==> src/rtl/tls_pkg.sv <==
// Shared types and constants for the triangle lattice scan block.
package tls_pkg;

    localparam int COORD_BITS = 12;
    localparam int DIFF_BITS  = COORD_BITS + 1;
    localparam int PROD_BITS  = 2 * COORD_BITS + 2;
    localparam int SUM_BITS   = 2 * COORD_BITS + 4;
    localparam int IDX_BITS   = 3;
    localparam int IN_BYTES   = 8;

    localparam logic [IDX_BITS-1:0] REG_A_X = 3'd0;
    localparam logic [IDX_BITS-1:0] REG_A_Y = 3'd1;
    localparam logic [IDX_BITS-1:0] REG_B_X = 3'd2;
    localparam logic [IDX_BITS-1:0] REG_B_Y = 3'd3;
    localparam logic [IDX_BITS-1:0] REG_C_X = 3'd4;
    localparam logic [IDX_BITS-1:0] REG_C_Y = 3'd5;

    typedef logic signed [COORD_BITS-1:0] coord_t;
    typedef logic signed [DIFF_BITS-1:0]  diff_t;
    typedef logic signed [PROD_BITS-1:0]  prod_t;
    typedef logic signed [SUM_BITS-1:0]   sum_t;

    // Per-triangle values, settled after each register write
    typedef struct packed {
        coord_t xmin;
        coord_t xmax;
        coord_t ymin;
        coord_t ymax;
        diff_t  ks_x;   // cy - ay
        diff_t  ks_y;   // ax - cx
        diff_t  kt_x;   // ay - by
        diff_t  kt_y;   // bx - ax
        sum_t   area2;  // twice the signed area
        sum_t   s0;
        sum_t   t0;
    } tls_geom_t;

    typedef struct packed {
        coord_t x;
        coord_t y;
        logic   last;
    } tls_point_t;

endpackage

==> src/rtl/tls_edge.sv <==
// Edge-function products, inside test and the output register.
module tls_edge
(
    input  logic                            clk,
    input  logic                            rst_n,
    input  logic                            a_valid,
    input  tls_pkg::tls_point_t             point,
    input  tls_pkg::tls_geom_t              geom,
    output logic                            b_ready,
    output logic                            m_tvalid,
    input  logic                            m_tready,
    output logic [2*tls_pkg::COORD_BITS-1:0] m_tdata,
    output logic                            m_tlast,
    output logic                            m_tuser
);
    import tls_pkg::*;

    logic   b_valid_reg;
    coord_t bx_reg, by_reg;
    logic   blast_reg;
    prod_t  ps1_reg, ps2_reg, pt1_reg, pt2_reg;

    logic   o_valid_reg;
    logic   o_ready;
    logic [2*COORD_BITS-1:0] o_data_reg;
    logic   o_last_reg, o_in_reg;

    sum_t   s_sum, t_sum, st_sum;
    logic   hit;

    function automatic logic in_span(sum_t v, sum_t d);
        if (d > 0)
            return (v >= 0) && (v <= d);
        else
            return (v <= 0) && (v >= d);
    endfunction

    assign o_ready = !o_valid_reg || m_tready;
    assign b_ready = !b_valid_reg || o_ready;

    always_ff @(posedge clk or negedge rst_n)
    begin
        if (!rst_n)
        begin
            b_valid_reg <= 1'b0;
            o_valid_reg <= 1'b0;
        end
        else
        begin
            if (b_ready)
                b_valid_reg <= a_valid;
            if (o_ready)
                o_valid_reg <= b_valid_reg;
        end
    end

    always_ff @(posedge clk)
    begin
        if (b_ready)
        begin
            bx_reg    <= point.x;
            by_reg    <= point.y;
            blast_reg <= point.last;
            ps1_reg   <= PROD_BITS'(geom.ks_x) * PROD_BITS'(point.x);
            ps2_reg   <= PROD_BITS'(geom.ks_y) * PROD_BITS'(point.y);
            pt1_reg   <= PROD_BITS'(geom.kt_x) * PROD_BITS'(point.x);
            pt2_reg   <= PROD_BITS'(geom.kt_y) * PROD_BITS'(point.y);
        end
    end

    assign s_sum  = geom.s0 + SUM_BITS'(ps1_reg) + SUM_BITS'(ps2_reg);
    assign t_sum  = geom.t0 + SUM_BITS'(pt1_reg) + SUM_BITS'(pt2_reg);
    assign st_sum = s_sum + t_sum;
    // zero area: nothing inside
    assign hit    = (geom.area2 != '0) && in_span(s_sum, geom.area2)
                    && in_span(t_sum, geom.area2) && in_span(st_sum, geom.area2);

    always_ff @(posedge clk)
    begin
        if (o_ready)
        begin
            o_data_reg <= {by_reg, bx_reg};
            o_last_reg <= blast_reg;
            o_in_reg   <= hit;
        end
    end

    assign m_tvalid = o_valid_reg;
    assign m_tdata  = o_data_reg;
    assign m_tlast  = o_last_reg;
    assign m_tuser  = o_in_reg;

endmodule

==> config.mk <==
export PLATFORM = sky130hd
export DESIGN_NAME = tls_edge
export DESIGN_NICKNAME = d
export VERILOG_FILES = /design/src/rtl/tls_pkg.sv /design/src/rtl/tls_edge.sv
export SDC_FILE = /design/constraint.sdc
export NUM_CORES = 2
export LEC_CHECK = 0
export ABC_AREA = 1
export BUFFER_PORTS_ARGS = -buffer_cell sky130_fd_sc_hd__clkbuf_2
export CAP_MARGIN = 20
export CORE_ASPECT_RATIO = 1.1
export CORE_MARGIN = 3
export CORE_UTILIZATION = 34
export DETAILED_ROUTE_END_ITERATION = 6
export PLACE_DENSITY = 0.52
export SLEW_MARGIN = 20
export SYNTH_ARGS = -nofsm -noshare
export SYNTH_HDL_FRONTEND = slang
export SYNTH_SLANG_ARGS = --single-unit
==> constraint.sdc <==
create_clock -name clk -period 7.1 [get_ports clk]
set_input_delay 0.355 -clock clk [delete_from_list [all_inputs] [get_ports clk]]
set_output_delay 0.355 -clock clk [all_outputs]
set_load 0.005 [all_outputs]
==> impl_metrics.py <==
metrics = {
    "run_status": {
        "status": "finished, violations left",
        "failed_checks": "DRC",
    },
    "cells_and_area": {
        "area_growth_pct": 8.13,
        "stdcell_area_mm2": 0.0406,
        "final_net_count": 6082,
        "nFillCells": 11500,
        "final_util_pct": 37.1,
        "final_layout_size_suffix_gt1_share_pct": 6.96,
    },
    "logic_synthesis": {
        "synth_cells": 4741,
        "synth_nets": 5978,
        "avgSynthCellArea_um2": 7.92,
        "seq_area_frac_synth_pct": 12.2,
        "yosys_warnings": 0,
        "ys_seq_elements": 153,
        "syn-cell-area_mm2": 0.0375,
        "yosysUniqueCellTypes": 47,
    },
    "clock_tree": {
        "clk_pin_slew_ps": 80,
        "cts_root_buffer": "clkbuf_16",
        "insertion_delay_ps": 510,
        "cts.sinks": 153,
        "cts-htree-levels": 4,
        "ctsLongestPathBuffers": 2,
        "cts_tree": "yes",
        "numCtsBuffers": 17,
        "cts_setup_buffers": 0,
    },
    "die": {
        "die_h_um": 354,
        "dieArea_mm2": 0.114,
        "die_w_um": 323,
        "rows": 127,
        "ios": 241,
        "initial_core_util_pct": 34.3,
        "core_mm2": 0.109,
    },
    "timing": {
        "rsz0062_at_grt": "no",
        "hold_viol": 0,
        "min_period_ps": 6060,
        "fin_crit_sh_pct": 85.4,
        "slew_headroom_pct": 34.8,
        "skew_ps": 19.7,
        "setup_viol": 0,
        "fin_tns_setup_ps": 0,
        "setup_slack_ps": 1040,
        "finalMaxSlewViolations": 0,
        "worst_slew_pin_slew_ps": 965,
        "fmax_ghz": 0.165,
    },
    "job": {
        "drv_cap": 0,
    },
    "global_routing": {
        "antenna_found_initial": 9,
        "track_usage_pct": 19.6,
        "grt_overflow_total": 0,
        "grt_pass1_wl_um": 172000,
        "grt_pass1_vias": 31100,
        "grt_start_max_net_pins": 54,
    },
    "setup_path": {
        "endpoint_kind": "register",
        "cp_max_fo": 6,
        "r2r_setup_slack_ps": 1040,
        "cp.required_ps": 7430,
        "critical_path_arrival_ps": 6400,
        "crit_type": "register to register",
        "cpMostUsedCell": "nand2_1",
        "cp-start-kind": "register",
        "cpPeakStageDelay_ps": 460,
        "cp_slowest_cell": "fa_1",
    },
    "place": {
        "port_buffers": 192,
        "dp_worst_setup_slack_ps": 884,
        "post_dp_cell_area_mm2": 0.0399,
        "place_congestion": 0.905,
        "dp_hpwl_um": 92300,
    },
    "route": {
        "dr.pass1.iters": 7,
        "drc": 1,
        "final_antenna_net_count": 0,
        "vias": 29500,
        "routed_wl_um": 108000,
        "drt_iter0_markers": 1488,
        "vias_per_cell": 4.70,
        "post_drt_wl_per_cell_um": 17.2,
    },
    "hold_path": {
        "hold_path.class": "input pin to register",
    },
}
cell type report:
type / instances / area [um2] / share of cell area (%)
tap: 1419 / 1780 / 4.38
timing repair buffer: 207 / 1080 / 2.66
inverter: 1237 / 4640 / 11.4
multi-input combinational: 3229 / 27900 / 68.6
antenna: 4 / 10.0 / 0.0247
clock buffer: 17 / 425 / 1.05
clock inverter: 15 / 203 / 0.499
sequential: 153 / 4580 / 11.3
critical path: cells and delay by family (launching register included):
family          cells  cell delay (ps)
simple gates       23             2610
fa+ha+maj           5             1740
compound gates      3              650
buf+inv             7              550
flops               1              370
cells by family after synthesis:
kind of cell / count (synthesis) / synth area share (%)
buffers and inverters: 1359 / 13.6
AOI/OAI and AO/OA: 300 / 4.50
xor gates and xnor gates: 126 / 2.94
DFF: 153 / 12.2
adders and majority gates: 1024 / 47.1
and+or+nand+nor: 1779 / 19.6
placed cells by master, fill, tap and decap left out, types with 17 or more instances in the layout:
| cell | n |
|---|---|
| nand2_1 | 1275 |
| or2_2 | 47 |
| xnor2_1 | 51 |
| fa_1 | 649 |
| clkbuf_2 | 192 |
| nor2_1 | 173 |
| clkbuf_16 | 17 |
| o21ai_0 | 46 |
| nand4_1 | 51 |
| a21oi_1 | 170 |
| edfxtp_1 | 151 |
| ha_1 | 375 |
| nor3_1 | 24 |
| nand2_2 | 18 |
| xor2_1 | 75 |
| inv_1 | 1233 |
| nand3_1 | 138 |
layer usage:
metal	GRT usage (%)	vias up	share of wire, %
met5	0	-	0.041
met4	5.39	8	2.4
met3	2.26	86	3.8
met2	35.2	487	51
met1	24.8	14600	43
li1	-	14300	-
path summary, 6_finish.rpt:
kind                               endpoint        from  depth (start not counted)
worst max-delay path                m_tuser  ps1_reg[1]                         38
worst min-delay path             bx_reg[11]   point[24]                          1
worst max register to register      m_tuser  ps1_reg[1]                         38
worst min register to register  m_tdata[14]   by_reg[2]                          0
max in group asynchronous       b_valid_reg       rst_n                          2
min in group asynchronous          m_tvalid       rst_n                          2
stage by stage:
step	hold slack [ps]	instances
after floorplan	59.4	4741
after global placement	144	6242
after detailed placement	148	6242
after CTS	94.6	6277
after global routing	142	6280
final	144	6281
cell usage after synthesis (all sizes together):
master | instances | area share [%]
nor3 | 27 | 0.40
and2 | 4 | 0.067
a21oi | 174 | 2.4
a21boi | 1 | 0.020
a31oi | 9 | 0.15
o2111ai | 1 | 0.023
nor2 | 187 | 2.0
o221ai | 1 | 0.023
dfrtp | 2 | 0.13
ha | 375 | 13
nand3b | 12 | 0.25
o211ai | 5 | 0.10
nand2 | 1293 | 13
edfxtp | 151 | 12
nor4 | 7 | 0.13
o221a | 1 | 0.030
o211a | 1 | 0.027
o21bai | 15 | 0.30
xnor2 | 51 | 1.2
fa | 649 | 35
inv | 1237 | 12
nor3b | 3 | 0.060
and3 | 1 | 0.017
xor2 | 75 | 1.8
o21a | 10 | 0.20
nand4 | 51 | 0.85
o31ai | 6 | 0.12
nor2b | 2 | 0.033
o311ai | 2 | 0.047
a211oi | 3 | 0.060
o21ai | 61 | 0.83
nand3 | 145 | 2.0
or2 | 47 | 0.78
a21o | 9 | 0.18
clkbuf | 122 | 1.2
a2111oi | 1 | 0.023
timing repair:
action,in CTS,in global routing
endpoints found under the hold margin,4,0
endpoints found under the setup margin,0,0
hold buffers,3,0
resized for setup,0,0
Power is not shown: default switching activity piles up to over one toggle a cycle in this logic, so the estimate is an artifact.
