## config.mk

```make
export PLATFORM = sky130hd
export DESIGN_NAME = tls_setup
export DESIGN_NICKNAME = d
export VERILOG_FILES = /design/src/rtl/tls_pkg.sv /design/src/rtl/tls_setup.sv
export SDC_FILE = /design/constraint.sdc
export NUM_CORES = 2
export LEC_CHECK = 0
export BUFFER_PORTS_ARGS = -buffer_cell sky130_fd_sc_hd__buf_2
export CORE_UTILIZATION = 46
export CTS_CLUSTER_SIZE = 24
export DETAILED_ROUTE_END_ITERATION = 16
export PLACE_DENSITY = 0.73
export SYNTH_ARGS = -nofsm -noshare
export SYNTH_HDL_FRONTEND = slang
export SYNTH_SLANG_ARGS = --single-unit
```

## constraint.sdc

```tcl
create_clock -name clk -period 9 [get_ports clk]
set_input_delay 0.9 -clock clk [delete_from_list [all_inputs] [get_ports clk]]
set_output_delay 0.9 -clock clk [all_outputs]
set_load 0.02 [all_outputs]
```

## src/rtl/tls_pkg.sv

```systemverilog
// Shared types and constants for the triangle lattice scan block.
package tls_pkg;

    localparam int COORD_BITS = 12;
    localparam int DIFF_BITS  = COORD_BITS + 1;
    localparam int PROD_BITS  = 2 * COORD_BITS + 2;
    localparam int SUM_BITS   = 2 * COORD_BITS + 4;
    localparam int IDX_BITS   = 3;
    localparam int IN_BYTES   = 8;

    localparam logic [IDX_BITS-1:0] REG_A_X = 3'd0;
    localparam logic [IDX_BITS-1:0] REG_A_Y = 3'd1;
    localparam logic [IDX_BITS-1:0] REG_B_X = 3'd2;
    localparam logic [IDX_BITS-1:0] REG_B_Y = 3'd3;
    localparam logic [IDX_BITS-1:0] REG_C_X = 3'd4;
    localparam logic [IDX_BITS-1:0] REG_C_Y = 3'd5;

    typedef logic signed [COORD_BITS-1:0] coord_t;
    typedef logic signed [DIFF_BITS-1:0]  diff_t;
    typedef logic signed [PROD_BITS-1:0]  prod_t;
    typedef logic signed [SUM_BITS-1:0]   sum_t;

    // Per-triangle values, settled after each register write
    typedef struct packed {
        coord_t xmin;
        coord_t xmax;
        coord_t ymin;
        coord_t ymax;
        diff_t  ks_x;   // cy - ay
        diff_t  ks_y;   // ax - cx
        diff_t  kt_x;   // ay - by
        diff_t  kt_y;   // bx - ax
        sum_t   area2;  // twice the signed area
        sum_t   s0;
        sum_t   t0;
    } tls_geom_t;

    typedef struct packed {
        coord_t x;
        coord_t y;
        logic   last;
    } tls_point_t;

endpackage

```

## src/rtl/tls_setup.sv

```systemverilog
// Vertex registers and the two-stage precompute of box and edge terms.
module tls_setup
(
    input  logic                          clk,
    input  logic                          rst_n,
    input  logic                          cfg_valid,
    output logic                          cfg_ready,
    input  logic [tls_pkg::IDX_BITS-1:0]  cfg_index,
    input  logic [tls_pkg::COORD_BITS-1:0] cfg_data,
    output tls_pkg::tls_geom_t            geom,
    output logic                          geom_ok
);
    import tls_pkg::*;

    localparam logic [1:0] SETTLE = 2'd2;

    coord_t ax_reg, ay_reg, bx_reg, by_reg, cx_reg, cy_reg;
    logic [1:0] cnt_reg, cnt_next;

    // stage 1
    prod_t dp1_reg, dp2_reg, sp1_reg, sp2_reg, tp1_reg, tp2_reg;
    diff_t ks_x_reg, ks_y_reg, kt_x_reg, kt_y_reg;
    coord_t xmin_reg, xmax_reg, ymin_reg, ymax_reg;
    diff_t bxa, cya, bya, cxa;
    coord_t xmin_next, xmax_next, ymin_next, ymax_next;

    // stage 2
    tls_geom_t geom_reg;

    logic wr;
    assign wr        = cfg_valid && cfg_ready;
    assign cfg_ready = 1'b1;

    always_ff @(posedge clk or negedge rst_n)
    begin
        if (!rst_n)
        begin
            ax_reg <= '0;
            ay_reg <= '0;
            bx_reg <= '0;
            by_reg <= '0;
            cx_reg <= '0;
            cy_reg <= '0;
        end
        else if (wr)
        begin
            unique case (cfg_index)
                REG_A_X: ax_reg <= cfg_data;
                REG_A_Y: ay_reg <= cfg_data;
                REG_B_X: bx_reg <= cfg_data;
                REG_B_Y: by_reg <= cfg_data;
                REG_C_X: cx_reg <= cfg_data;
                REG_C_Y: cy_reg <= cfg_data;
                default: ;
            endcase
        end
    end

    always_comb
    begin
        if (wr)
            cnt_next = SETTLE;
        else if (cnt_reg != 2'd0)
            cnt_next = cnt_reg - 2'd1;
        else
            cnt_next = cnt_reg;
    end

    always_ff @(posedge clk or negedge rst_n)
    begin
        if (!rst_n)
            cnt_reg <= SETTLE;
        else
            cnt_reg <= cnt_next;
    end

    assign geom_ok = (cnt_reg == 2'd0);

    assign bxa = DIFF_BITS'(bx_reg) - DIFF_BITS'(ax_reg);
    assign cya = DIFF_BITS'(cy_reg) - DIFF_BITS'(ay_reg);
    assign bya = DIFF_BITS'(by_reg) - DIFF_BITS'(ay_reg);
    assign cxa = DIFF_BITS'(cx_reg) - DIFF_BITS'(ax_reg);

    always_comb
    begin
        xmin_next = (ax_reg < bx_reg) ? ax_reg : bx_reg;
        if (cx_reg < xmin_next)
            xmin_next = cx_reg;
        xmax_next = (ax_reg > bx_reg) ? ax_reg : bx_reg;
        if (cx_reg > xmax_next)
            xmax_next = cx_reg;
        ymin_next = (ay_reg < by_reg) ? ay_reg : by_reg;
        if (cy_reg < ymin_next)
            ymin_next = cy_reg;
        ymax_next = (ay_reg > by_reg) ? ay_reg : by_reg;
        if (cy_reg > ymax_next)
            ymax_next = cy_reg;
    end

    // free running: the settle counter covers the two stages
    always_ff @(posedge clk)
    begin
        dp1_reg  <= PROD_BITS'(bxa) * PROD_BITS'(cya);
        dp2_reg  <= PROD_BITS'(bya) * PROD_BITS'(cxa);
        sp1_reg  <= PROD_BITS'(ay_reg) * PROD_BITS'(cx_reg);
        sp2_reg  <= PROD_BITS'(ax_reg) * PROD_BITS'(cy_reg);
        tp1_reg  <= PROD_BITS'(ax_reg) * PROD_BITS'(by_reg);
        tp2_reg  <= PROD_BITS'(ay_reg) * PROD_BITS'(bx_reg);
        ks_x_reg <= cya;
        ks_y_reg <= DIFF_BITS'(ax_reg) - DIFF_BITS'(cx_reg);
        kt_x_reg <= DIFF_BITS'(ay_reg) - DIFF_BITS'(by_reg);
        kt_y_reg <= bxa;
        xmin_reg <= xmin_next;
        xmax_reg <= xmax_next;
        ymin_reg <= ymin_next;
        ymax_reg <= ymax_next;
    end

    always_ff @(posedge clk)
    begin
        geom_reg.xmin  <= xmin_reg;
        geom_reg.xmax  <= xmax_reg;
        geom_reg.ymin  <= ymin_reg;
        geom_reg.ymax  <= ymax_reg;
        geom_reg.ks_x  <= ks_x_reg;
        geom_reg.ks_y  <= ks_y_reg;
        geom_reg.kt_x  <= kt_x_reg;
        geom_reg.kt_y  <= kt_y_reg;
        geom_reg.area2 <= SUM_BITS'(dp1_reg) - SUM_BITS'(dp2_reg);
        geom_reg.s0    <= SUM_BITS'(sp1_reg) - SUM_BITS'(sp2_reg);
        geom_reg.t0    <= SUM_BITS'(tp1_reg) - SUM_BITS'(tp2_reg);
    end

    assign geom = geom_reg;

endmodule

```

==> flow_metrics.tcl <==
set metrics [dict create \
    n_fill_cell 10500 \
    worst_pin_slew_ns 1.06 \
    r2r_slack_ns 0.46 \
    overflow 0 \
    ys.flop_type "dfxtp_1" \
    arrival_ns 9.09 \
    drive_gt1_share_pct 8.74 \
    yosysWarnings 0 \
    crit_slowest_cell "fa_1" \
    wirelength_um 153000 \
    slew_violations 0 \
    dieArea_um2 118000 \
    cts_buffer_depth 3 \
    slew-limit-headroom_pct 28.7 \
    synth-xor-area-share_pct 4.35 \
    rows 124 \
    finalHoldViolCount 0 \
    coreArea_um2 115000 \
    grt_max_degree 70 \
    yosysTopAreaCellShare_pct 33.1 \
    synth_compound_area_share_pct 7.14 \
    grt_pass1_vias 42100 \
    crit_top_cell "fa_1" \
    endpoint_kind "flop" \
    synth-edff-count 0 \
    synthesis.nets 7153 \
    synth_adder_area_share_pct 45.5 \
    syn_area_um2 53700 \
    cts.sinks 499 \
    drc 0 \
    worstSetupPathType "reg -> reg" \
    synthMuxAreaShare_pct 2.31 \
    start_kind "flop" \
    final_nets 7386 \
    antenna_found_initial 19 \
    drtPass1Iterations 6 \
    via_per_inst 5.33 \
    clock_latency_ns 0.70 \
    cts_buffers 55 \
    drt_iter0_markers 3013 \
    final_antenna_net_count 0 \
    fp.dieW_um 344 \
    vias 40100 \
    period_needed_ns 8.54 \
    largest_reg_flops 177 \
    setup_tns_ns 0 \
    grtUsageTotal_pct 26.8 \
    slowest_delay_ns 0.53 \
    async_reset_ff_share_pct 14.8 \
    cts_htree_levels 2 \
    setup_viol 0 \
    grt_pass1_wl_um 241000 \
    status "finished, final reports clean" \
    die_h_um 344 \
    reg2reg_to "dp2_reg[25]" \
    min_period_over_period_pct 94.9 \
    yosys.area_share.simple_pct 11.9 \
    synth_top_family_by_area "adder cells" \
    rsz0062_at_grt "false" \
    seq_area_frac_synth_pct 19.3 \
    r2r-start "cx_reg[0]" \
    tritoncts "done" \
    ctsHoldBuffers 0 \
    hold_path.class "in -> async" \
    synthCells 5717 \
    numPortBuffers 202 \
    initial_core_util_pct 46.7 \
    cp_max_fo 8 \
    gp_congestion 0.985 \
    ys_types 92 \
    synth_top_cell_by_area "fa_1" \
    ios 204 \
    wire_per_inst_um 20.4 \
    root_buffer "clkbuf_16" \
    synth_area_leaders "fa_1 (33%), dfxtp_1 (16%), ha_1 (12%)" \
    fin_worst_skew_ns 0.0392 \
    crit_required_ns 9.56 \
    dpl.hpwl_um 123000 \
    area_growth_pct 9.80 \
    synth_seq_cells 499 \
    clk_pin_slew_ns 0.07 \
    maxCapViolCount 0 \
    max_freq_ghz 0.117 \
    synth.avg_cell_area_um2 9.39 \
    rr_worst_depth 31 \
]
-- routing by layer --
metal	GRT usage (%)	share of wire [%]	vias to the layer above
li1	-	-	18100
met1	33.8	39	19700
met2	42.4	45	1815
met3	7.73	11	468
met5	0	0.072	-
met4	12.6	5.7	16
-- layout by cell type (no fill, tap or decap), types with 55 or more instances in the layout --
cell type,n
a21o_1,65
a21oi_1,170
and2_1,99
buf_2,201
buf_4,143
clkbuf_16,55
dfrtp_1,73
dfxtp_1,425
fa_1,886
ha_1,532
inv_1,1160
mux2i_1,82
nand2_1,664
nor2_1,436
o21ai_0,149
xnor2_1,207
-- worst max path at each step --
| stage | start | end | slack (ns) | cells after the start |
|---|---|---|---|---|
| after floorplan | bx_reg[0] | dp1_reg[24] | 0.88 | 33 |
| after CTS | bx_reg[0] | dp1_reg[24] | 0.53 | 32 |
| after global placement | bx_reg[0] | dp1_reg[24] | 0.67 | 32 |
| final | cx_reg[0] | dp2_reg[25] | 0.46 | 31 |
| after global routing | bx_reg[0] | dp1_reg[24] | 0.004 | 29 |
| after detailed placement | bx_reg[0] | dp1_reg[24] | 0.56 | 32 |
-- metrics by stage --
stage	utilization (%)	cells	hold WS (ns)	area, um^2	setup slack, ns
floorplan	-	5717	0.310	53700	0.875
detailed placement	49.6	7405	0.312	57000	0.562
global placement	49.6	7405	0.310	57000	0.665
finish	51.3	7518	0.0447	58900	0.463
global route	51.2	7507	0.0228	58900	0.00413
CTS	51.2	7506	0.0165	58900	0.535
-- repair_timing --
action / in CTS / in global routing
hold endpoints to repair: 0 / 0
resized for setup: 0 / 1
setup endpoints to repair: 0 / 1
setup buffers: 0 / 0
-- worst max-delay path, delay by kind of cell, from the launching register on --
kind            cells  cell delay (ns)
simple gates        2             0.60
compound gates     12             2.65
xor+xnor            2             0.25
fa+ha+maj           9             3.82
flops               1             0.38
buf+inv             6             0.71
-- kinds of logic after synthesis --
| group | after synthesis |
|---|---|
| buf+inv | 1350 |
| xor+xnor | 264 |
| other cells | 1 |
| simple gates | 1466 |
| flops | 499 |
| fa+ha+maj | 1418 |
| compound gates | 600 |
| mux | 119 |
-- synthesized netlist by cell type (24+ instances only) --
cell         n
dfxtp_1    425
nor2_1     436
mux2_2      36
a31oi_1     24
clkbuf_1   129
xor2_1      53
o21ai_0    149
xnor2_1    208
nand2_1    664
ha_1       532
dfrtp_1     73
a21o_1      65
nor3_1      48
o21a_1      39
fa_1       886
mux2i_1     82
and2_1      99
nand3_1     35
inv_1     1160
nand2b_1    37
a21oi_1    170
nor2b_1     45
-- final cells by class --
| cell class | count | area [um^2] | share of cell area (%) |
|---|---|---|---|
| Tap cell | 1512 | 1890 | 3.21 |
| Multi-Input combinational cell | 3868 | 38200 | 64.9 |
| Antenna cell | 12 | 30.0 | 0.0510 |
| Clock buffer | 67 | 1490 | 2.53 |
| Timing Repair Buffer | 344 | 2080 | 3.53 |
| Clock inverter | 34 | 399 | 0.677 |
| Inverter | 1182 | 4440 | 7.53 |
| Sequential cell | 499 | 10400 | 17.6 |
Power is left out: the tool's default activity adds up to more than one toggle a clock period on the data nets, which glitch-free logic cannot reach.
