--- config.mk ---
export PLATFORM = sky130hd
export DESIGN_NAME = tls_walker
export DESIGN_NICKNAME = d
export VERILOG_FILES = /design/src/rtl/tls_pkg.sv /design/src/rtl/tls_walker.sv
export SDC_FILE = /design/constraint.sdc
export NUM_CORES = 1
export LEC_CHECK = 0
export ABC_AREA = 1
export BUFFER_PORTS_ARGS = -buffer_cell sky130_fd_sc_hd__buf_2
export CAP_MARGIN = 10
export CORE_AREA = 2 2 84 86
export CTS_CLUSTER_SIZE = 10
export DETAILED_ROUTE_END_ITERATION = 7
export DIE_AREA = 0 0 86 88
export PLACE_DENSITY = 0.81
export SLEW_MARGIN = 20
export SYNTH_ARGS = -nofsm -noshare
export SYNTH_HDL_FRONTEND = slang
export SYNTH_SLANG_ARGS = --single-unit
export TNS_END_PERCENT = 100
--- constraint.sdc ---
create_clock -name clk -period 5.6 [get_ports clk]
set_clock_uncertainty 0.15 [all_clocks]
set_input_delay 1.12 -clock clk [delete_from_list [all_inputs] [get_ports clk]]
set_output_delay 1.12 -clock clk [all_outputs]
set_load 0.05 [all_outputs]
--- src/rtl/tls_pkg.sv ---
// Shared types and constants for the triangle lattice scan block.
package tls_pkg;

    localparam int COORD_BITS = 12;
    localparam int DIFF_BITS  = COORD_BITS + 1;
    localparam int PROD_BITS  = 2 * COORD_BITS + 2;
    localparam int SUM_BITS   = 2 * COORD_BITS + 4;
    localparam int IDX_BITS   = 3;
    localparam int IN_BYTES   = 8;

    localparam logic [IDX_BITS-1:0] REG_A_X = 3'd0;
    localparam logic [IDX_BITS-1:0] REG_A_Y = 3'd1;
    localparam logic [IDX_BITS-1:0] REG_B_X = 3'd2;
    localparam logic [IDX_BITS-1:0] REG_B_Y = 3'd3;
    localparam logic [IDX_BITS-1:0] REG_C_X = 3'd4;
    localparam logic [IDX_BITS-1:0] REG_C_Y = 3'd5;

    typedef logic signed [COORD_BITS-1:0] coord_t;
    typedef logic signed [DIFF_BITS-1:0]  diff_t;
    typedef logic signed [PROD_BITS-1:0]  prod_t;
    typedef logic signed [SUM_BITS-1:0]   sum_t;

    // Per-triangle values, settled after each register write
    typedef struct packed {
        coord_t xmin;
        coord_t xmax;
        coord_t ymin;
        coord_t ymax;
        diff_t  ks_x;   // cy - ay
        diff_t  ks_y;   // ax - cx
        diff_t  kt_x;   // ay - by
        diff_t  kt_y;   // bx - ax
        sum_t   area2;  // twice the signed area
        sum_t   s0;
        sum_t   t0;
    } tls_geom_t;

    typedef struct packed {
        coord_t x;
        coord_t y;
        logic   last;
    } tls_point_t;

endpackage

--- src/rtl/tls_walker.sv ---
// Scan position register: steps row-major through the bounding box.
module tls_walker
(
    input  logic                  clk,
    input  logic                  rst_n,
    input  logic                  take,
    input  logic                  restart,
    input  tls_pkg::tls_geom_t    geom,
    input  logic                  b_ready,
    output logic                  a_valid,
    output logic                  a_ready,
    output tls_pkg::tls_point_t   point
);
    import tls_pkg::*;

    coord_t x_reg, x_next, y_reg, y_next;
    logic   started_reg;
    logic   a_valid_reg, a_valid_next;

    always_comb
    begin
        x_next = x_reg;
        y_next = y_reg;
        if (restart || !started_reg)
        begin
            x_next = geom.xmin;
            y_next = geom.ymin;
        end
        else if (x_reg >= geom.xmax)
        begin
            x_next = geom.xmin;
            y_next = (y_reg >= geom.ymax) ? geom.ymin : y_reg + coord_t'(1);
        end
        else
        begin
            x_next = x_reg + coord_t'(1);
        end
    end

    assign a_ready = !a_valid_reg || b_ready;

    always_comb
    begin
        if (take)
            a_valid_next = 1'b1;
        else if (b_ready)
            a_valid_next = 1'b0;
        else
            a_valid_next = a_valid_reg;
    end

    always_ff @(posedge clk or negedge rst_n)
    begin
        if (!rst_n)
        begin
            x_reg       <= '0;
            y_reg       <= '0;
            started_reg <= 1'b0;
            a_valid_reg <= 1'b0;
        end
        else
        begin
            a_valid_reg <= a_valid_next;
            if (take)
            begin
                x_reg       <= x_next;
                y_reg       <= y_next;
                started_reg <= 1'b1;
            end
        end
    end

    assign a_valid    = a_valid_reg;
    assign point.x    = x_reg;
    assign point.y    = y_reg;
    assign point.last = (x_reg == geom.xmax) && (y_reg == geom.ymax);

endmodule

==> impl_metrics.json, run 1 <==
{
  "status": "finished clean",
  "tritoncts": "built",
  "yosys_warnings": 0,
  "first_iter_violations": 111,
  "grt-ovfl-total": 0,
  "postPlaceCellArea_um2": 3000,
  "top_usage_layer": "met2",
  "dieArea_um2": 7570,
  "cts_hold_buf": 0,
  "num_io_pins": 216,
  "rsz0062_at_grt": "no",
  "cp.arrival_ns": 2.45,
  "critPathMaxFanout": 5,
  "cts-root-buf": "clkbuf_8",
  "peakVddDrop_v": 0.000203,
  "final_cell_area_um2": 3050,
  "crit_path_end_kind": "output port",
  "setup_tns_ns": 0,
  "grt_pass1_vias": 2489,
  "post_cts_resized": 0,
  "finalSetupViolations": 0,
  "fmax_mhz": 269,
  "synth.ff_latch_count": 26,
  "grt_max_degree": 27,
  "core-area_um2": 6640,
  "fillCellCount": 643,
  "cts_setup_buffers": 0,
  "worst_slew_pin_slew_ns": 0.617,
  "multi_input_area_um2": 1560,
  "p_leak_uw": 0.00188,
  "cp-start-kind": "input port",
  "maxSlewViolCount": 0,
  "cap_violations": 0,
  "track_usage_pct": 17.1,
  "antenna_found_initial": 0,
  "use_met1_pct": 20.1,
  "post_route_cells_drive_above_1_share_pct": 21.6,
  "min_period_ns": 3.72,
  "reg2reg_depth": 12,
  "final-seq-area_um2": 651,
  "portBuffers": 79,
  "post-synth-top-area-cell": "dfrtp_1",
  "path_clk_slew_ns": 0.09,
  "synth_cell_types": 25,
  "maxSlewHeadroom_pct": 58.9,
  "final_net_count": 679,
  "hold_path_class": "flip-flop to flip-flop",
  "crit_slowest_cell": "ha_1",
  "synth.avg_cell_area_um2": 6.60,
  "yosysSeqAreaShare_pct": 25.3,
  "hold_depth": 2,
  "antennaDiodeCount": 0,
  "clkLatencyLatePin_ns": 0.27,
  "wl_per_cell_um": 11.7,
  "gp_congestion": 0.871,
  "dp_hpwl_um": 5130,
  "worstSetupPathType": "input port to output port",
  "ctsLongestPathBuffers": 2,
  "syn2layout_area_growth_pct": 18.9,
  "grtUsageMet3_pct": 3.77,
  "crit_path_cell_trace": "buf_2 > inv_1 > ha_1 > nand2_1 > nor2_1 > and2_1 > nand2_1 > nor2_1 > buf_2",
  "cp.required_ns": 4.33,
  "viasPerCell": 4.81,
  "finalCritPeriodShare_pct": 66.5,
  "synth_nets": 604,
  "die_x_um": 86,
  "p_per_area_nw_per_um2": 435,
  "drtAntennaViolNets": 0,
  "synth_area_um2": 2570,
  "grt_pass1_wl_um": 10600,
  "drcViolationCount": 0,
  "cts_made_buffers": 3,
  "die_h_um": 88,
  "hold_violations": 0,
  "syn_inst": 389,
  "slowest_delay_ns": 0.35,
  "start_util_pct": 38.7,
  "clock-sinks": 26,
  "drt_wl_total_um": 6380,
  "htree_levels": 1,
  "drt_first_pass_iters": 4,
  "yosys.area.top_type_share_pct": 25.3,
  "num_rows": 30,
  "grt_use_met2_pct": 31.8,
  "num_vias": 2610,
  "synth_area_leaders": "dfrtp_1 (25%), nand2_1 (19%), ha_1 (13%)"
}
-- cell families after synthesis --
group / share of synthesized area (%)
and+or+nand+nor: 39.4
buffers and inverters: 13.9
adders and majority gates: 12.7
DFF: 25.3
xor gates and xnor gates: 6.14
AOI/OAI and AO/OA: 2.53
-- critical path: cells and delay by family --
family / cells / cell delay [ns]
buf+inv: 3 / 0.39
fa+ha+maj: 1 / 0.35
simple gates: 5 / 0.59
-- layer usage --
metal | vias to the layer above | part of all wire (%)
li1 | 1350 | -
met1 | 1149 | 42
met2 | 100 | 50
met3 | 11 | 7.5
met4 | 0 | 1.1
met5 | - | 0
-- cell type report --
cell class | count | share of cell area, %
multi-input cells | 277 | 51.1
flip-flops and latches | 26 | 21.3
repair buffers | 79 | 13.0
inverters | 77 | 9.55
well taps | 80 | 3.28
clock buffers | 4 | 1.80
-- path summary, 6_finish.rpt --
path                                         start                       to  slack, ns
max                                      geom[147]                 point[0]       1.88
min                        started_reg$_DFFE_PN0P_  started_reg$_DFFE_PN0P_       0.31
max reg2reg                  y_reg[11]$_DFFE_PN0P_     y_reg[0]$_DFFE_PN0P_       2.93
min reg2reg                started_reg$_DFFE_PN0P_  started_reg$_DFFE_PN0P_       0.31
max in group asynchronous                    rst_n     y_reg[3]$_DFFE_PN0P_       4.19
min in group asynchronous                    rst_n    x_reg[10]$_DFFE_PN0P_       0.70
-- cells in the mapped netlist --
master / instances
o211ai_1: 1
xnor2_1: 3
ha_1: 26
nand2_2: 3
o21ai_0: 1
buf_2: 1
nand4_1: 6
buf_4: 4
nand3_2: 11
nand3_1: 45
xor2_1: 15
nand3b_1: 3
a21oi_1: 6
nor3_1: 2
and2_1: 1
nor2_4: 1
nor2_1: 17
inv_1: 76
nand2_1: 132
buf_12: 1
clkbuf_1: 3
a21o_1: 3
dfrtp_1: 26
inv_4: 1
nand2_4: 1
-- stage by stage --
| step | utilization, % | setup WS [ns] | std cells | total power (µW) | hold WS, ns |
|---|---|---|---|---|---|
| floorplan | - | 1.83 | 389 | 1010 | 0.264 |
| global placement | 45.1 | 1.94 | 539 | 1180 | 0.276 |
| global route | 46.0 | 1.78 | 543 | 1440 | 0.363 |
| detailed placement | 45.1 | 1.90 | 539 | 1210 | 0.281 |
| finish | 46.0 | 1.88 | 543 | 1330 | 0.307 |
| CTS | 46.0 | 1.90 | 543 | 1330 | 0.304 |
-- placed cells by master, fill, tap and decap left out, types with 2 or more instances in the layout --
| cell | netlist | final |
|---|---|---|
| nand2_2 | 3 | 3 |
| nand4_1 | 6 | 6 |
| nand2_1 | 132 | 132 |
| nand3_2 | 11 | 11 |
| dfrtp_1 | 26 | 26 |
| a21oi_1 | 6 | 6 |
| clkbuf_8 | 0 | 4 |
| inv_1 | 76 | 76 |
| xor2_1 | 15 | 15 |
| buf_2 | 1 | 79 |
| xnor2_1 | 3 | 3 |
| a21o_1 | 3 | 3 |
| ha_1 | 26 | 26 |
| nand3b_1 | 3 | 3 |
| nor3_1 | 2 | 2 |
| nand3_1 | 45 | 45 |
| nor2_1 | 17 | 17 |
-- power breakdown --
part	switching (µW)	internal (µW)
Combinational	571	251
Clock	60.7	62.9
Sequential	130	252
Power figures use the tool's default switching activity.
==> inputs of run 2 (changes only) <==
--- a/config.mk
+++ b/config.mk
@@ -5,14 +5,14 @@
 export SDC_FILE = /design/constraint.sdc
 export NUM_CORES = 1
 export LEC_CHECK = 0
-export ABC_AREA = 1
+export ABC_AREA = 0
 export BUFFER_PORTS_ARGS = -buffer_cell sky130_fd_sc_hd__buf_2
 export CAP_MARGIN = 10
-export CORE_AREA = 2 2 84 86
+export CORE_AREA = 2 2 87 89
 export CTS_CLUSTER_SIZE = 10
 export DETAILED_ROUTE_END_ITERATION = 7
-export DIE_AREA = 0 0 86 88
-export PLACE_DENSITY = 0.81
+export DIE_AREA = 0 0 89 91
+export PLACE_DENSITY = 0.77
 export SLEW_MARGIN = 20
 export SYNTH_ARGS = -nofsm -noshare
 export SYNTH_HDL_FRONTEND = slang
==> constraint.sdc (replaced) <==
create_clock -name clk -period 3.3 [get_ports clk]
set_clock_uncertainty 0.15 [all_clocks]
set_input_delay 0.66 -clock clk [delete_from_list [all_inputs] [get_ports clk]]
set_output_delay 0.66 -clock clk [all_outputs]
set_load 0.05 [all_outputs]
==> run 2 against run 1 <==
Utilization fell by 3.0 points. Count of clock-buffer cells in the layout down 1. First-iteration DRC count down 55%. Cell count is 13% lower. Wire length grew 4.5%. Largest power group unchanged. Highest routed layer unchanged.
==> impl_metrics.json, run 2 <==
{
  "cap_violations": 0,
  "die_x_um": 89,
  "final-seq-area_um2": 651,
  "sequentialPowerShare_pct": 26.6,
  "num_io_pins": 216,
  "power_frac_comb_pct": 65.3,
  "post-synth-top-area-cell": "dfrtp_1",
  "p_int_uw": 1010,
  "syn2layout_area_growth_pct": 24.6,
  "antennaDiodeCount": 0,
  "critPathMaxFanout": 3,
  "p_leak_uw": 0.00159,
  "setup_tns_ns": 0,
  "synth_edf_count": 0,
  "gp_congestion": 0.831,
  "crit_path_cell_trace": "buf_2 > inv_1 > ha_1 > nand4_1 > nor4_1 > buf_4 > nor4b_4 > buf_2",
  "drtAntennaViolNets": 0,
  "postPlaceCellArea_um2": 3020,
  "synth_area_um2": 2460,
  "rsz0062_at_grt": "no",
  "post_route_cells_drive_above_1_share_pct": 29.6,
  "mostFrequentLayoutCells": "buf_2 (79), inv_1 (44), nand2_1 (26), ha_1 (26), dfrtp_1 (26)",
  "reg2reg_depth": 7,
  "yosys_most_used_dff": "dfrtp_1",
  "core-area_um2": 7140,
  "final_cells": 471,
  "viasPerCell": 5.08,
  "synth_nets": 501,
  "fillCellCount": 746,
  "yosysSeqAreaShare_pct": 26.4,
  "die_h_um": 91,
  "yosysMostFrequentCell": "inv_1",
  "synth_area_leaders": "dfrtp_1 (26%), ha_1 (13%), mux2i_1 (7.3%)",
  "maxSlewViolCount": 0,
  "worst_slew_pin_slew_ns": 0.770,
  "drt_wl_total_um": 6660,
  "yosys_warnings": 0,
  "final_cell_area_um2": 3070,
  "cts_hold_buf": 0,
  "final_util_pct": 43.0,
  "synth_cell_types": 51,
  "syn_inst": 286,
  "grt_max_degree": 27,
  "min_period_ns": 2.99,
  "cp.required_ns": 2.49,
  "maxSlewHeadroom_pct": 48.7,
  "wl_per_cell_um": 14.1,
  "cts-root-buf": "clkbuf_8",
  "slowest_delay_ns": 0.31,
  "p_per_area_nw_per_um2": 735,
  "post_cts_resized": 0,
  "crit_top_cell": "buf_2",
  "cp.arrival_ns": 2.18,
  "first_iter_violations": 50,
  "tritoncts": "built",
  "place_inst": 468,
  "synth-async-reset-ratio_pct": 100,
  "crit_slowest_cell": "nor4_1",
  "status": "finished clean",
  "multi_input_area_um2": 1600,
  "crit_path_end_kind": "output port",
  "switchingPower_uw": 1240,
  "start_util_pct": 34.5,
  "ctsLongestPathBuffers": 2,
  "reg2reg_from": "x_reg[7]$_DFFE_PN0P_",
  "cp-start-kind": "input port",
  "final_common_cell": "buf_2",
  "num_rows": 31,
  "drcViolationCount": 0,
  "grt_pass1_wl_um": 11000,
  "dp_hpwl_um": 5470,
  "hold_path_class": "input port to asynchronous set/reset pin",
  "synth.avg_cell_area_um2": 8.61,
  "cts_made_buffers": 3,
  "clock-sinks": 26,
  "place_ws_ns": 0.0421,
  "worstSetupPathType": "input port to output port",
  "grt_pass1_vias": 2430,
  "htree_levels": 1,
  "worst_slack_ns": 0.309,
  "cts_setup_buffers": 0,
  "finalCritPeriodShare_pct": 90.6,
  "synth.ff_latch_count": 26,
  "crit_start": "geom[145]",
  "clkLatencyLatePin_ns": 0.27,
  "path_clk_slew_ns": 0.09,
  "num_vias": 2391,
  "ys_top_cells_by_count": "inv_1 (44), dfrtp_1 (26), ha_1 (26), nand2_1 (26), mux2i_1 (18)",
  "fmax_mhz": 334,
  "peakVddDrop_v": 0.000293,
  "dieArea_um2": 8100,
  "r2r-end": "x_reg[10]$_DFFE_PN0P_",
  "r2r_setup_slack_ns": 0.40,
  "antenna_found_initial": 0,
  "yosys.area.top_type_share_pct": 26.4,
  "portBuffers": 79,
  "pwr-share-clk_pct": 8.1,
  "grt-ovfl-total": 0,
  "track_usage_pct": 17.0,
  "drt_first_pass_iters": 4,
  "critPathCapture": "point[0]",
  "switching_share_pct": 54.9,
  "hold_violations": 0,
  "final_net_count": 589,
  "finalSetupViolations": 0
}
## run 2: final cells by class
cell class	count	area share, %
multi-input combinational	208	52.2
inverter	44	5.39
clock buffer	3	1.35
sequential	26	21.2
tap	99	4.04
timing repair buffer	91	15.8
## run 2: per-layer routing
| metal | part of all wire, % | global-route usage (%) |
|---|---|---|
| met4 | 0.69 | 2.61 |
| met1 | 42 | 21.0 |
| met5 | 0 | 0 |
| met2 | 49 | 29.5 |
| met3 | 8.3 | 5.00 |
## run 2: power groups by stage
stage	clock network [µW]	registers, µW	logic, µW
finish	182	600	1470
detailed placement	0	605	1470
floorplan	0	928	762
global route	210	623	1600
CTS	193	599	1480
global placement	0	595	1440
## run 2: cells by family (layout without fill, tap and decap cells)
group	after synthesis	count (layout)	synth area share (%)
AO/OA/AOI/OAI	81	81	25.7
AND/OR/NAND/NOR	80	80	16.8
buffers and inverters	52	138	9.20
adder cells (fa/ha/maj)	26	26	13.2
flip-flops	26	26	26.4
multiplexers	20	20	8.24
XOR/XNOR	1	1	0.356
## run 2: metrics by stage
step / total power, µW / hold WS [ns]
finish: 2250 / 0.237
global route: 2440 / 0.277
CTS: 2270 / 0.253
detailed placement: 2080 / 0.344
global placement: 2030 / 0.344
floorplan: 1690 / 0.214
## run 2: worst min-delay path by stage
| stage | startpoint | endpoint | slack (ns) |
|---|---|---|---|
| after floorplan | rst_n | a_valid$_DFFE_PN0P_ | 0.21 |
| after global placement | a_valid$_DFFE_PN0P_ | a_valid$_DFFE_PN0P_ | 0.34 |
| after detailed placement | a_valid$_DFFE_PN0P_ | a_valid$_DFFE_PN0P_ | 0.34 |
| after CTS | rst_n | x_reg[1]$_DFFE_PN0P_ | 0.25 |
| after global routing | rst_n | x_reg[1]$_DFFE_PN0P_ | 0.28 |
| final | rst_n | x_reg[1]$_DFFE_PN0P_ | 0.24 |
## run 2: worst max-delay path: cells and delay by family
kind / cells / cell delay (ns)
and+or+nand+nor: 3 / 0.62
buffers and inverters: 4 / 0.59
adders and majority gates: 1 / 0.30
==> inputs of run 3 (changes only) <==
--- a/config.mk
+++ b/config.mk
@@ -8,11 +8,12 @@
 export ABC_AREA = 0
 export BUFFER_PORTS_ARGS = -buffer_cell sky130_fd_sc_hd__buf_2
 export CAP_MARGIN = 10
-export CORE_AREA = 2 2 87 89
+export CORE_AREA = 2 2 86 88
+export CTS_BUF_LIST = sky130_fd_sc_hd__clkbuf_4
 export CTS_CLUSTER_SIZE = 10
 export DETAILED_ROUTE_END_ITERATION = 7
-export DIE_AREA = 0 0 89 91
-export PLACE_DENSITY = 0.77
+export DIE_AREA = 0 0 88 90
+export PLACE_DENSITY = 0.79
 export SLEW_MARGIN = 20
 export SYNTH_ARGS = -nofsm -noshare
 export SYNTH_HDL_FRONTEND = slang
==> run 3 against run 2 <==
Clock power is 23% lower. Count of clock-buffer cells in the layout stayed put. Largest power group unchanged. Combinational power hardly changed. Sequential share of layout area is 0.13 points higher.
==> impl_metrics.json, run 3 (same netlist as run 2, synthesis figures left out) <==
{
  "syn2layout_area_growth_pct": 23.8,
  "final_common_cell": "buf_2",
  "final_cell_area_um2": 3050,
  "peakVddDrop_v": 0.000341,
  "start_util_pct": 35.1,
  "drtAntennaViolNets": 0,
  "mostFrequentLayoutCells": "buf_2 (79), inv_1 (44), nand2_1 (26), ha_1 (26), dfrtp_1 (26)",
  "dp_hpwl_um": 5390,
  "grt-ovfl-total": 0,
  "drcViolationCount": 0,
  "grt_pass1_vias": 2420,
  "path_clk_slew_ns": 0.15,
  "sequentialPowerShare_pct": 27.1,
  "grt_max_degree": 27,
  "worstSetupPathType": "flip-flop to output port",
  "switching_share_pct": 55.8,
  "cp-start-kind": "flip-flop",
  "antenna_found_initial": 0,
  "hold_path_class": "input port to asynchronous set/reset pin",
  "hold_violations": 0,
  "crit_path_end_kind": "output port",
  "post_route_cells_drive_above_1_share_pct": 29.6,
  "postPlaceCellArea_um2": 3020,
  "grt_pass1_wl_um": 11200,
  "wl_per_cell_um": 14.0,
  "reg2reg_depth": 7,
  "viasPerCell": 5.07,
  "post_cts_resized": 0,
  "track_usage_pct": 17.4,
  "finalSetupViolations": 0,
  "rsz0062_at_grt": "no",
  "tritoncts": "built",
  "power_frac_comb_pct": 66.5,
  "finalCritPeriodShare_pct": 93.3,
  "p_leak_uw": 0.00158,
  "switchingPower_uw": 1230,
  "first_iter_violations": 77,
  "maxSlewViolCount": 0,
  "num_io_pins": 216,
  "setup_tns_ns": 0,
  "cts_hold_buf": 0,
  "portBuffers": 79,
  "critPathMaxFanout": 6,
  "pwr-share-clk_pct": 6.4,
  "cts_setup_buffers": 0,
  "p_int_uw": 976,
  "dieArea_um2": 7920,
  "clock-sinks": 26,
  "fmax_mhz": 325,
  "num_vias": 2387,
  "status": "finished clean",
  "cp.required_ns": 2.49,
  "min_period_ns": 3.08,
  "cts-root-buf": "clkbuf_4",
  "ctsLongestPathBuffers": 2,
  "drt_wl_total_um": 6590,
  "die_x_um": 88,
  "maxSlewHeadroom_pct": 48.9,
  "clkLatencyLatePin_ns": 0.32,
  "cts_made_buffers": 3,
  "die_h_um": 90,
  "final_net_count": 589,
  "p_per_area_nw_per_um2": 725,
  "antennaDiodeCount": 0,
  "gp_congestion": 0.847,
  "worst_slew_pin_slew_ns": 0.767,
  "drt_first_pass_iters": 4,
  "num_rows": 31,
  "htree_levels": 1,
  "core-area_um2": 7020,
  "cp.arrival_ns": 2.27,
  "cap_violations": 0
}
==> run 3: through the flow <==
step                      cells  hold WS (ns)  worst slack (ns)  power, µW  utilization (%)
after floorplan             286         0.214             0.246       1690                -
after global placement      468         0.346            0.0999       2030             43.1
after detailed placement    468         0.340            0.0635       2080             43.1
after CTS                   471         0.191             0.211       2220             43.4
after global routing        471         0.201            0.0550       2400             43.4
final                       471         0.184             0.221       2210             43.4
==> run 3: worst max-delay path, cell delays in order (launching register included) <==
cell and delay, ns:
dfrtp_1 0.48, ha_1 0.35, nand4_1 0.13, nor4_1 0.32, buf_4 0.18, nor4b_4 0.18
buf_2 0.31
==> run 3: metal layers <==
metal,share of wire (%),GRT usage (%),vias up,routed length [µm]
met3,8.1,5.14,2,534
met2,48,30.0,74,3190
met5,0,0,-,0
li1,-,-,1213,-
met4,0.23,2.18,0,15
met1,43,22.0,1098,2850
==> run 3: cell type report <==
type,instances,area [µm²]
fill,695,3970
clock buffer,3,22.5
timing repair buffer,91,485
tap,99,124
inverter,44,165
sequential,26,651
multi-input combinational,208,1600
==> run 3: path summary, 6_finish.rpt <==
check | startpoint | end | slack, ns
worst min-delay path | rst_n | x_reg[1]$_DFFE_PN0P_ | 0.18
worst max-delay path | y_reg[9]$_DFFE_PN0P_ | point[0] | 0.22
worst min register to register | a_valid$_DFFE_PN0P_ | a_valid$_DFFE_PN0P_ | 0.37
worst max register to register | x_reg[7]$_DFFE_PN0P_ | x_reg[5]$_DFFE_PN0P_ | 0.42
min in group clk | a_valid$_DFFE_PN0P_ | a_valid$_DFFE_PN0P_ | 0.37
max in group asynchronous | rst_n | y_reg[2]$_DFFE_PN0P_ | 2.41
==> run 3: power by group through the flow <==
| stage | clock network [µW] | logic (µW) | registers (µW) |
|---|---|---|---|
| 6_report | 141 | 1470 | 598 |
| 5_1_grt | 165 | 1610 | 621 |
| 4_1_cts | 148 | 1480 | 598 |
| 3_5_place_dp | 0 | 1470 | 604 |
| 3_3_place_gp | 0 | 1440 | 595 |
| 2_1_floorplan | 0 | 762 | 928 |
